--- src/sv/fitba_pkg.sv ---
// ----------------------------------------------------------------------------
// fitba_pkg
// Types and constants shared by the file entry table and block allocator.
// ----------------------------------------------------------------------------
package fitba_pkg;

   localparam logic [1:0] MODE_LOOKUP = 2'd0;
   localparam logic [1:0] MODE_CREATE = 2'd1;
   localparam logic [1:0] MODE_DELETE = 2'd2;

   localparam logic [2:0] ST_OK        = 3'd0;
   localparam logic [2:0] ST_NOT_FOUND = 3'd1;
   localparam logic [2:0] ST_EXISTS    = 3'd2;
   localparam logic [2:0] ST_NO_ENTRY  = 3'd3;
   localparam logic [2:0] ST_NO_BLOCK  = 3'd4;

   localparam int ID_W    = 16;
   localparam int BLKNO_W = 9;
   localparam int ENTNO_W = 4;

   typedef struct packed {
      logic [1:0]      mode;
      logic [ID_W-1:0] file_id;
   } req_type;

   typedef struct packed {
      logic [2:0]         status;
      logic [BLKNO_W-1:0] block_number;
      logic [ENTNO_W-1:0] entry_index;
   } rsp_type;

   typedef enum logic [2:0] {
      SEQ_CLEAR,
      SEQ_IDLE,
      SEQ_SCAN,
      SEQ_EVAL,
      SEQ_BSCAN,
      SEQ_DONE
   } fitba_state_type;

endpackage

--- src/sv/file_inode_table_block_allocator.sv ---
// ----------------------------------------------------------------------------
// file_inode_table_block_allocator
// File entry table with free-block bitmap, served by a scanning sequencer.
//
// Request channel (req_): mode (lookup, create, delete) and a 16-bit file id.
// Response channel (rsp_): status, block number and entry index, one per
// request. A transfer happens when valid is high and stall is low.
// One request at a time: req_stall stays high from the transfer until the
// result is loaded into the output register. A request first scans all
// ENTRY_COUNT entries through one compare unit, one entry per cycle, with
// the memory read registered, then decides in an evaluation state. A create
// that needs a block then walks the bitmap one bit per cycle until the
// lowest free block. After reset a clearing pass writes the bitmap, one
// block per cycle, with req_stall high; all entries start invalid.
// The result sits in an output register: the next request is taken while a
// result waits under rsp_stall, but is not finished until that one leaves.
// ----------------------------------------------------------------------------
module file_inode_table_block_allocator #(
   parameter int ENTRY_COUNT = 16,
   parameter int BLOCK_COUNT = 512
) (
   input  logic                clock,
   input  logic                reset,
   input  logic                req_valid,
   output logic                req_stall,
   input  fitba_pkg::req_type  req_data,
   output logic                rsp_valid,
   input  logic                rsp_stall,
   output fitba_pkg::rsp_type  rsp_data
);

   localparam int EW = (ENTRY_COUNT > 1) ? $clog2(ENTRY_COUNT) : 1;
   localparam int BW = $clog2(BLOCK_COUNT);
   localparam logic [EW-1:0] ELAST = EW'(ENTRY_COUNT - 1);
   localparam logic [BW-1:0] BLAST = BW'(BLOCK_COUNT - 1);

   fitba_pkg::fitba_state_type state_ff, state_in;

   logic [1:0]                 mode_ff, mode_in;
   logic [fitba_pkg::ID_W-1:0] id_ff, id_in;
   logic [EW-1:0]              ecnt_ff, ecnt_in;
   logic                       eiss_done_ff, eiss_done_in;
   logic                       ep_ff, ep_in;
   logic [EW-1:0]              ep_idx_ff, ep_idx_in;
   logic                       hit_ff, hit_in;
   logic [EW-1:0]              hit_idx_ff, hit_idx_in;
   logic [BW-1:0]              hit_blk_ff, hit_blk_in;
   logic                       free_ff, free_in;
   logic [EW-1:0]              free_idx_ff, free_idx_in;
   logic [BW-1:0]              bcnt_ff, bcnt_in;
   logic                       biss_done_ff, biss_done_in;
   logic                       bp_ff, bp_in;
   logic [BW-1:0]              bp_idx_ff, bp_idx_in;
   fitba_pkg::rsp_type         res_ff, res_in;
   logic                       rsp_valid_ff, rsp_valid_in;
   fitba_pkg::rsp_type         rsp_data_ff, rsp_data_in;

   logic                       st_rd_valid;
   logic [fitba_pkg::ID_W-1:0] st_rd_id;
   logic [BW-1:0]              st_rd_blk;
   logic                       st_wr_en;
   logic                       st_inv_en;
   logic                       bm_rd_used;
   logic                       bm_wr_en;
   logic [BW-1:0]              bm_wr_addr;
   logic                       bm_wr_used;

   logic                       req_xfer;
   logic                       out_free;
   logic                       id_match;
   logic                       scan_last;
   logic                       bfound;
   logic                       bscan_end;
   logic                       del_hit;
   logic [BW-1:0]              sel_blk;
   logic [EW-1:0]              sel_idx;
   logic [BW+fitba_pkg::BLKNO_W-1:0] blk_ext;
   logic [EW+fitba_pkg::ENTNO_W-1:0] idx_ext;

   fitba_entry_store #(
      .ENTRY_COUNT(ENTRY_COUNT),
      .BLOCK_COUNT(BLOCK_COUNT)
   ) u_store (
      .clock    (clock),
      .reset    (reset),
      .rd_addr  (ecnt_ff),
      .rd_valid (st_rd_valid),
      .rd_id    (st_rd_id),
      .rd_blk   (st_rd_blk),
      .wr_en    (st_wr_en),
      .wr_addr  (free_idx_ff),
      .wr_id    (id_ff),
      .wr_blk   (bp_idx_ff),
      .inv_en   (st_inv_en),
      .inv_addr (hit_idx_ff)
   );

   fitba_block_map #(
      .BLOCK_COUNT(BLOCK_COUNT)
   ) u_map (
      .clock   (clock),
      .rd_addr (bcnt_ff),
      .rd_used (bm_rd_used),
      .wr_en   (bm_wr_en),
      .wr_addr (bm_wr_addr),
      .wr_used (bm_wr_used)
   );

   assign req_xfer  = req_valid && !req_stall;
   assign req_stall = (state_ff != fitba_pkg::SEQ_IDLE);
   assign out_free  = !rsp_valid_ff || !rsp_stall;
   assign id_match  = st_rd_valid && (st_rd_id == id_ff);
   assign scan_last = ep_ff && (ep_idx_ff == ELAST);
   assign bfound    = bp_ff && !bm_rd_used;
   assign bscan_end = bp_ff && (!bm_rd_used || (bp_idx_ff == BLAST));
   assign del_hit   = (mode_ff == fitba_pkg::MODE_DELETE) && hit_ff;

   assign sel_blk = (state_ff == fitba_pkg::SEQ_BSCAN) ? bp_idx_ff : hit_blk_ff;
   assign sel_idx = (state_ff == fitba_pkg::SEQ_BSCAN) ? free_idx_ff : hit_idx_ff;
   assign blk_ext = {{fitba_pkg::BLKNO_W{1'b0}}, sel_blk};
   assign idx_ext = {{fitba_pkg::ENTNO_W{1'b0}}, sel_idx};

   // next state
   always_comb begin
      state_in = state_ff;
      case (state_ff)
         fitba_pkg::SEQ_CLEAR: begin
            if (bcnt_ff == BLAST) begin
               state_in = fitba_pkg::SEQ_IDLE;
            end
         end
         fitba_pkg::SEQ_IDLE: begin
            if (req_valid) begin
               state_in = fitba_pkg::SEQ_SCAN;
            end
         end
         fitba_pkg::SEQ_SCAN: begin
            if (scan_last) begin
               state_in = fitba_pkg::SEQ_EVAL;
            end
         end
         fitba_pkg::SEQ_EVAL: begin
            if ((mode_ff == fitba_pkg::MODE_CREATE) && !hit_ff && free_ff) begin
               state_in = fitba_pkg::SEQ_BSCAN;
            end else begin
               state_in = fitba_pkg::SEQ_DONE;
            end
         end
         fitba_pkg::SEQ_BSCAN: begin
            if (bscan_end) begin
               state_in = fitba_pkg::SEQ_DONE;
            end
         end
         fitba_pkg::SEQ_DONE: begin
            if (out_free) begin
               state_in = fitba_pkg::SEQ_IDLE;
            end
         end
         default: begin
            state_in = fitba_pkg::SEQ_IDLE;
         end
      endcase
   end

   // datapath and memory controls
   always_comb begin
      mode_in      = mode_ff;
      id_in        = id_ff;
      ecnt_in      = ecnt_ff;
      eiss_done_in = eiss_done_ff;
      ep_in        = ep_ff;
      ep_idx_in    = ep_idx_ff;
      hit_in       = hit_ff;
      hit_idx_in   = hit_idx_ff;
      hit_blk_in   = hit_blk_ff;
      free_in      = free_ff;
      free_idx_in  = free_idx_ff;
      bcnt_in      = bcnt_ff;
      biss_done_in = biss_done_ff;
      bp_in        = bp_ff;
      bp_idx_in    = bp_idx_ff;
      res_in       = res_ff;
      st_wr_en     = 1'b0;
      st_inv_en    = 1'b0;
      bm_wr_en     = 1'b0;
      bm_wr_addr   = bcnt_ff;
      bm_wr_used   = 1'b0;
      case (state_ff)
         fitba_pkg::SEQ_CLEAR: begin
            bm_wr_en   = 1'b1;
            bm_wr_addr = bcnt_ff;
            bm_wr_used = (bcnt_ff < BW'(2));
            bcnt_in    = bcnt_ff + BW'(1);
         end
         fitba_pkg::SEQ_IDLE: begin
            if (req_xfer) begin
               mode_in      = req_data.mode;
               id_in        = req_data.file_id;
               ecnt_in      = '0;
               eiss_done_in = 1'b0;
               ep_in        = 1'b0;
               hit_in       = 1'b0;
               free_in      = 1'b0;
               bcnt_in      = '0;
               biss_done_in = 1'b0;
               bp_in        = 1'b0;
            end
         end
         fitba_pkg::SEQ_SCAN: begin
            ep_in     = !eiss_done_ff;
            ep_idx_in = ecnt_ff;
            if (!eiss_done_ff) begin
               if (ecnt_ff == ELAST) begin
                  eiss_done_in = 1'b1;
               end else begin
                  ecnt_in = ecnt_ff + EW'(1);
               end
            end
            if (ep_ff && id_match && !hit_ff) begin
               hit_in     = 1'b1;
               hit_idx_in = ep_idx_ff;
               hit_blk_in = st_rd_blk;
            end
            if (ep_ff && !st_rd_valid && !free_ff) begin
               free_in     = 1'b1;
               free_idx_in = ep_idx_ff;
            end
         end
         fitba_pkg::SEQ_EVAL: begin
            res_in.status       = fitba_pkg::ST_OK;
            res_in.block_number = blk_ext[fitba_pkg::BLKNO_W-1:0];
            res_in.entry_index  = idx_ext[fitba_pkg::ENTNO_W-1:0];
            if (mode_ff == fitba_pkg::MODE_CREATE) begin
               if (hit_ff || !free_ff) begin
                  res_in.status       = hit_ff ? fitba_pkg::ST_EXISTS
                                               : fitba_pkg::ST_NO_ENTRY;
                  res_in.block_number = '0;
                  res_in.entry_index  = '0;
               end
            end else if (!hit_ff) begin
               res_in.status       = fitba_pkg::ST_NOT_FOUND;
               res_in.block_number = '0;
               res_in.entry_index  = '0;
            end else if (del_hit) begin
               st_inv_en  = 1'b1;
               bm_wr_en   = 1'b1;
               bm_wr_addr = hit_blk_ff;
               bm_wr_used = 1'b0;
            end
         end
         fitba_pkg::SEQ_BSCAN: begin
            bp_in     = !biss_done_ff;
            bp_idx_in = bcnt_ff;
            if (!biss_done_ff) begin
               if (bcnt_ff == BLAST) begin
                  biss_done_in = 1'b1;
               end else begin
                  bcnt_in = bcnt_ff + BW'(1);
               end
            end
            if (bfound) begin
               st_wr_en            = 1'b1;
               bm_wr_en            = 1'b1;
               bm_wr_addr          = bp_idx_ff;
               bm_wr_used          = 1'b1;
               res_in.status       = fitba_pkg::ST_OK;
               res_in.block_number = blk_ext[fitba_pkg::BLKNO_W-1:0];
               res_in.entry_index  = idx_ext[fitba_pkg::ENTNO_W-1:0];
            end else if (bscan_end) begin
               res_in.status       = fitba_pkg::ST_NO_BLOCK;
               res_in.block_number = '0;
               res_in.entry_index  = '0;
            end
         end
         fitba_pkg::SEQ_DONE: begin
         end
         default: begin
         end
      endcase
   end

   // output register
   always_comb begin
      rsp_valid_in = rsp_valid_ff;
      rsp_data_in  = rsp_data_ff;
      if (rsp_valid_ff && !rsp_stall) begin
         rsp_valid_in = 1'b0;
      end
      if ((state_ff == fitba_pkg::SEQ_DONE) && out_free) begin
         rsp_valid_in = 1'b1;
         rsp_data_in  = res_ff;
      end
   end

   always_ff @(posedge clock) begin
      if (reset) begin
         state_ff     <= fitba_pkg::SEQ_CLEAR;
         bcnt_ff      <= '0;
         ecnt_ff      <= '0;
         eiss_done_ff <= 1'b0;
         biss_done_ff <= 1'b0;
         ep_ff        <= 1'b0;
         bp_ff        <= 1'b0;
         hit_ff       <= 1'b0;
         free_ff      <= 1'b0;
         rsp_valid_ff <= 1'b0;
      end else begin
         state_ff     <= state_in;
         bcnt_ff      <= bcnt_in;
         ecnt_ff      <= ecnt_in;
         eiss_done_ff <= eiss_done_in;
         biss_done_ff <= biss_done_in;
         ep_ff        <= ep_in;
         bp_ff        <= bp_in;
         hit_ff       <= hit_in;
         free_ff      <= free_in;
         rsp_valid_ff <= rsp_valid_in;
      end
   end

   always_ff @(posedge clock) begin
      mode_ff     <= mode_in;
      id_ff       <= id_in;
      ep_idx_ff   <= ep_idx_in;
      hit_idx_ff  <= hit_idx_in;
      hit_blk_ff  <= hit_blk_in;
      free_idx_ff <= free_idx_in;
      bp_idx_ff   <= bp_idx_in;
      res_ff      <= res_in;
      rsp_data_ff <= rsp_data_in;
   end

   assign rsp_valid = rsp_valid_ff;
   assign rsp_data  = rsp_data_ff;

endmodule

--- src/sv/fitba_entry_store.sv ---
// ----------------------------------------------------------------------------
// fitba_entry_store
// File entry table: valid bits in flops, identifier and block in a memory
// with one registered read port and one write port.
// ----------------------------------------------------------------------------
module fitba_entry_store #(
   parameter int ENTRY_COUNT = 16,
   parameter int BLOCK_COUNT = 512
) (
   input  logic                                   clock,
   input  logic                                   reset,
   input  logic [((ENTRY_COUNT > 1) ? $clog2(ENTRY_COUNT) : 1)-1:0] rd_addr,
   output logic                                   rd_valid,
   output logic [fitba_pkg::ID_W-1:0]             rd_id,
   output logic [$clog2(BLOCK_COUNT)-1:0]         rd_blk,
   input  logic                                   wr_en,
   input  logic [((ENTRY_COUNT > 1) ? $clog2(ENTRY_COUNT) : 1)-1:0] wr_addr,
   input  logic [fitba_pkg::ID_W-1:0]             wr_id,
   input  logic [$clog2(BLOCK_COUNT)-1:0]         wr_blk,
   input  logic                                   inv_en,
   input  logic [((ENTRY_COUNT > 1) ? $clog2(ENTRY_COUNT) : 1)-1:0] inv_addr
);

   localparam int BW = $clog2(BLOCK_COUNT);

   logic [fitba_pkg::ID_W-1:0] id_mem  [ENTRY_COUNT];
   logic [BW-1:0]              blk_mem [ENTRY_COUNT];

   logic [ENTRY_COUNT-1:0] valid_ff;
   logic [ENTRY_COUNT-1:0] valid_in;
   logic                   rd_valid_ff;
   logic [fitba_pkg::ID_W-1:0] rd_id_ff;
   logic [BW-1:0]          rd_blk_ff;

   always_comb begin
      valid_in = valid_ff;
      if (wr_en) begin
         valid_in[wr_addr] = 1'b1;
      end
      if (inv_en) begin
         valid_in[inv_addr] = 1'b0;
      end
   end

   always_ff @(posedge clock) begin
      if (reset) begin
         valid_ff <= '0;
      end else begin
         valid_ff <= valid_in;
      end
   end

   always_ff @(posedge clock) begin
      if (wr_en) begin
         id_mem[wr_addr]  <= wr_id;
         blk_mem[wr_addr] <= wr_blk;
      end
      rd_id_ff    <= id_mem[rd_addr];
      rd_blk_ff   <= blk_mem[rd_addr];
      rd_valid_ff <= valid_ff[rd_addr];
   end

   assign rd_valid = rd_valid_ff;
   assign rd_id    = rd_id_ff;
   assign rd_blk   = rd_blk_ff;

endmodule

--- src/sv/fitba_block_map.sv ---
// ----------------------------------------------------------------------------
// fitba_block_map
// Free-block bitmap: one bit per data block, one write port and one
// registered read port.
// ----------------------------------------------------------------------------
module fitba_block_map #(
   parameter int BLOCK_COUNT = 512
) (
   input  logic                           clock,
   input  logic [$clog2(BLOCK_COUNT)-1:0] rd_addr,
   output logic                           rd_used,
   input  logic                           wr_en,
   input  logic [$clog2(BLOCK_COUNT)-1:0] wr_addr,
   input  logic                           wr_used
);

   logic used_mem [BLOCK_COUNT];
   logic rd_used_ff;

   always_ff @(posedge clock) begin
      if (wr_en) begin
         used_mem[wr_addr] <= wr_used;
      end
      rd_used_ff <= used_mem[rd_addr];
   end

   assign rd_used = rd_used_ff;

endmodule

--- config.mk ---
export PLATFORM = sky130hd
export DESIGN_NAME = file_inode_table_block_allocator
export DESIGN_NICKNAME = d
export VERILOG_FILES = /design/src/sv/fitba_pkg.sv /design/src/sv/file_inode_table_block_allocator.sv /design/src/sv/fitba_entry_store.sv /design/src/sv/fitba_block_map.sv
export SDC_FILE = /design/constraint.sdc
export NUM_CORES = 1
export LEC_CHECK = 0
export BUFFER_PORTS_ARGS = -buffer_cell sky130_fd_sc_hd__buf_2
export CORE_AREA = 2 2 266 268
export DETAILED_ROUTE_END_ITERATION = 6
export DIE_AREA = 0 0 268 270
export GPL_TIMING_DRIVEN = 0
export PLACE_DENSITY_LB_ADDON = 0.08
export SLEW_MARGIN = 20
export SYNTH_ARGS = -nofsm -noshare
export SYNTH_HDL_FRONTEND = slang
export SYNTH_SLANG_ARGS = --single-unit
--- constraint.sdc ---
create_clock -name clock -period 11.4 [get_ports clock]
set_input_delay 2.28 -clock clock [delete_from_list [all_inputs] [get_ports clock]]
set_output_delay 2.28 -clock clock [all_outputs]
set_load 0.01 [all_outputs]
# Yosys cells after proc, flatten, opt, wreduce, memory -nomap -nowiden
# Memory sizes are Yosys's and may differ from the RTL's. A register that Yosys moved wholly into a read port is not among the register bits.
# Cells that the tools add are included.
# totals
ff_bits	120
ram_bits	912
out_inout_bits	18
elab_cells	174
mem_count	3
# memory_table
memory	depth	width	rd	rd_clocked_by_memory_dff	write_ports	line_no	source
u_map.used_mem	512	1	1	1	1	fitba_block_map.sv:17	logic used_mem [BLOCK_COUNT];
u_store.id_mem	16	16	1	1	1	fitba_entry_store.sv:26	logic [fitba_pkg::ID_W-1:0] id_mem [ENTRY_COUNT];
u_store.blk_mem	16	9	1	1	1	fitba_entry_store.sv:27	logic [BW-1:0] blk_mem [ENTRY_COUNT];
# op_classes
n_addsub	2
order_cmp	6
eq_ne	26
mux	64
bitwise	3
n_reduce_logical	45
# op_table
operator	n
$mux W16	5
$mux W9	8
$pmux W16 S2	1
$pmux W9 S3	1
$mux W1	24
$ne A2 B2 Y1 const B	12
$eq A9 B9 Y1 const B	2
$pmux W3 S6	1
$pmux W9 S2	1
$and A16 B16 Y16	1
$eq A16 B16 Y1	1
$logic_and A1 B1 Y1	16
$mux W4	4
$not A16 Y16	1
$or A16 B16 Y16	1
$lt A4 B5 Y1 const B	3
$mux W15	1
$mux W3	5
$mux W14	1
$pmux W1 S2	7
$reduce_and A2 Y1	6
$add A9 B1 Y9 const B	1
$logic_not A1 Y1	9
$lt A9 B2 Y1 const B	1
other kinds (21)	33

# Logic depth before layout (Yosys ltp)
# logic_depth
word_depth	8
ltp_mapped	13
ltp_nobuf	10

# Modules after synthesis
# From an unflattened synthesis, not the netlist that was laid out.
# unflattened
cells_unflattened	2652
hier_area_um2	43287.8
# modules_own_cells
module	n_inst	cells_per_inst	area_each_um2
fitba_block_map	1	1615	22609.2
fitba_entry_store	1	731	16500.8
file_inode_table_block_allocator	1	306	4177.8

# Worst setup path before layout
# OpenSTA, ideal clock, no wires.
# synth_timing
kind	reg-to-reg
startpoint	register bcnt_ff[4]
endpoint	memory u_map.used_mem[0], data pin
arrival_time_ns	7.196
required_time_ns	10.011
setup_slack_ns	2.815
path_stages_with_launch	7
cell_sequence	dfxtp_1 > clkbuf_1 > clkbuf_1 > clkbuf_1 > buf_1 > nor4b_1 > a21o_1
# synth_between
elab_chain_len	2
# synth_rtl
item	line_no	source
start, declared	file_inode_table_block_allocator.sv:50	logic [BW-1:0] bcnt_ff, bcnt_in;
start signal, assigned	file_inode_table_block_allocator.sv:309	bcnt_ff <= bcnt_in;
$lt A9 B2 Y1	file_inode_table_block_allocator.sv:192	bm_wr_used = (bcnt_ff < BW'(2));
$pmux W1 S2	file_inode_table_block_allocator.sv:188	case (state_ff)
net bm_wr_used	file_inode_table_block_allocator.sv:66	logic bm_wr_used;
end, declared	fitba_block_map.sv:17	
# The timed path passes the listed nets, and every way through them passes these cells.

# Worst setup path in the final report
# layout_timing
startpoint	register bcnt_ff[4]
endpoint	memory u_map.used_mem[126], data pin
# The elaborated chain is that of the path after synthesis.

==> impl_metrics.tcl <==
set metrics [dict create \
    ir_drop_mv 0.1247 \
    clock_sinks 1058 \
    overflow 0 \
    setup_ws_ns 6.339 \
    post-route-period-util 0.4440 \
    async_reset_ff_frac 0 \
    yosysWarnings 0 \
    die_area_um2 72360 \
    pre_cts_slack_ns 6.613 \
    synth-edff-count 992 \
    gp_congestion 0.9316 \
    fill_cells 4398 \
    critPathMaxFanout 101 \
    num-nets-final 2706 \
    drc_errors 0 \
    dr.pass1.iters 5 \
    min_period_ns 5.061 \
    vias_per_cell 6.530 \
    boundaryPins 40 \
    critical_path_class "flip-flop to flip-flop" \
    core_area_um2 69540 \
    crit_path_max_incr_delay_ns 0.99 \
    synth_adder_area_share 0.0008674 \
    tns_ns 0 \
    synthXorXnorAreaFrac 0.005262 \
    power_leakage_nw 15.15 \
    antenna_found_initial 1 \
    fp.dieW_um 268 \
    cts_buffer_depth 3 \
    ys_types 70 \
    maxCapViolCount 0 \
    cpLargestDelayFamily "buffers and inverters" \
    yosysTopAreaCellShare 0.6884 \
    final_core_util 0.7016 \
    hold_class "flip-flop to flip-flop" \
    fmax_ghz 0.1976 \
    synthesis.instances 2500 \
    layout_common_cells "edfxtp_1, nor2_1, mux4_2" \
    multi_input_area_um2 11270 \
    seq_area_um2 31110 \
    drt-total-wl_mm 111.3 \
    tritoncts "done" \
    synth_compound_area_frac 0.02550 \
    rsz0062_at_grt "false" \
    syn-num-nets 2525 \
    syn_avg_cell_area_um2 17.31 \
    initialDrtViolationCount 3263 \
    grt_pass1_vias 24380 \
    worstPathCellList "clkbuf_1, clkbuf_1, clkbuf_1, buf_1, nor4b_1, a21o_4, buf_16, buf_16, buf_12" \
    powerDensity_nw_per_um2 166.2 \
    die_h_um 270 \
    synthSimpleGateAreaFrac 0.08455 \
    synthMuxAreaShare 0.1414 \
    synth_seq_cells 1058 \
    area_growth_pct 12.75 \
    final-setup-viol-count 0 \
    hold-worst-slack_ns 0.4189 \
    synth.cell_area_um2 43270 \
    worstPathRequired_ns 11.85 \
    vias 24250 \
    layout-drive-gt1-share 0.2348 \
    port_buffers 38 \
    synth_area_leaders "edfxtp_1, mux4_2, nor2_1" \
    grt_pass1_wl_mm 161.3 \
    start_util 0.6222 \
    cts-htree-levels 3 \
    worst-path-buf-inv 7 \
    grt_util_all_layers 0.3137 \
    synth_top_area_cell "edfxtp_1" \
    path_common_cell "clkbuf_1" \
    placed_area_um2 45320 \
    cts-root-buf "clkbuf_16" \
    synth_ff_type "edfxtp_1" \
    cts_resized 0 \
    start_kind "flip-flop" \
    slew_viol_final 0 \
    outcome "finished, final reports clean" \
    tightest_slew_ns 1.245 \
    hold_viol 0 \
    path_clk_slew_ns 0.06 \
    cp.arrival_ns 5.51 \
    clk_latency_ns 0.67 \
    mostFrequentLayoutCell "edfxtp_1" \
    antenna_cells 0 \
    fin_skew_ns 0.02296 \
    worst_path_max_delay_cell "nor4b_1" \
    post_cts_buffers 0 \
    grt_max_degree 105 \
    relSlewSlack 0.1669 \
    wl_per_cell_um 29.98 \
    yosysSeqAreaShare 0.7189 \
    cts_inserted_buffers 105 \
    synth_top_family_by_area "multiplexers" \
    hold_buffers 0 \
    crit_path_end_kind "flip-flop" \
    dp_hpwl_mm 70.62 \
    rows 97 \
    finalInstanceArea_um2 48790 \
    ant_nets 0 \
]
-- worst register-to-register path, delay by kind of cell, from the launching register on --
kind | cells | cell delay, ns
AOI/OAI and AO/OA | 1 | 0.72
buffers and inverters | 7 | 2.73
DFF | 1 | 0.38
and+or+nand+nor | 1 | 1.00
-- metal layers --
metal / part of all wire / global-route usage / wire, µm / up-vias
met2: 0.51 / 0.5279 / 56460 / 1371
li1: - / - / - / 10030
met4: 0.048 / 0.1395 / 5322 / 0
met1: 0.36 / 0.4047 / 39980 / 12510
met5: 0 / 0 / 0 / -
met3: 0.086 / 0.05325 / 9553 / 334
-- registers in the layout, indices dropped and copies added, names as in the netlist, 16 cells and up --
register,flops
u_map.used_mem,512
u_store.id_mem,256
u_store.blk_mem,144
id_ff,16
res_ff,16
rsp_data,16
u_store.rd_id,16
u_store.valid_ff,16
-- report_power, final --
| group | internal (mW) | total [mW] | switching [mW] |
|---|---|---|---|
| clock | 2.02 | 3.47 | 1.45 |
| sequential | 4.28 | 4.28 | 0.00190 |
| combinational | 0.113 | 0.353 | 0.240 |
-- logic make-up after synthesis --
family                     after synthesis
AOI/OAI and AO/OA                      132
adders and majority gates                3
DFF                                   1058
and+or+nand+nor                        803
muxes                                  293
buffers and inverters                  185
xor gates and xnor gates                26
-- synthesized netlist by cell type, types with 22 or more instances --
cell and n:
buf_1 45, nand2_1 58, buf_6 34, nand2_4 26
nor2_1 595, mux4_2 254, clkbuf_1 56, mux2i_1 34
edfxtp_1 992, dfxtp_1 66, a21oi_1 22, buf_2 34
-- per-stage QoR --
step                      std cells  total power [mW]
after floorplan                2500             4.608
after global placement         3478             4.750
after detailed placement       3513             4.710
after CTS                      3712             8.119
after global routing           3713             8.286
final                          3713             8.110
-- final timing paths --
kind,start,slack [ns],cells past startpoint,to
hold reg to reg,res_ff[11]$_DFFE_PP_,0.42,0,rsp_data[11]$_DFFE_PP_
setup / recovery,bcnt_ff[4]$_SDFFE_PP0P_,6.34,9,u_map.used_mem[126]$_DFFE_PP_
hold / removal,res_ff[11]$_DFFE_PP_,0.42,0,rsp_data[11]$_DFFE_PP_
setup reg to reg,bcnt_ff[4]$_SDFFE_PP0P_,6.34,9,u_map.used_mem[126]$_DFFE_PP_
-- area by class of cell --
class | instances | area share
clock buffer | 134 | 0.05804
inverter | 9 | 0.0006924
buffer | 176 | 0.02044
timing repair buffer | 74 | 0.01531
multi-input combinational | 1257 | 0.2310
tap | 940 | 0.02411
clock inverter | 65 | 0.01272
sequential | 1058 | 0.6377
(Power assumes the default switching activity.)
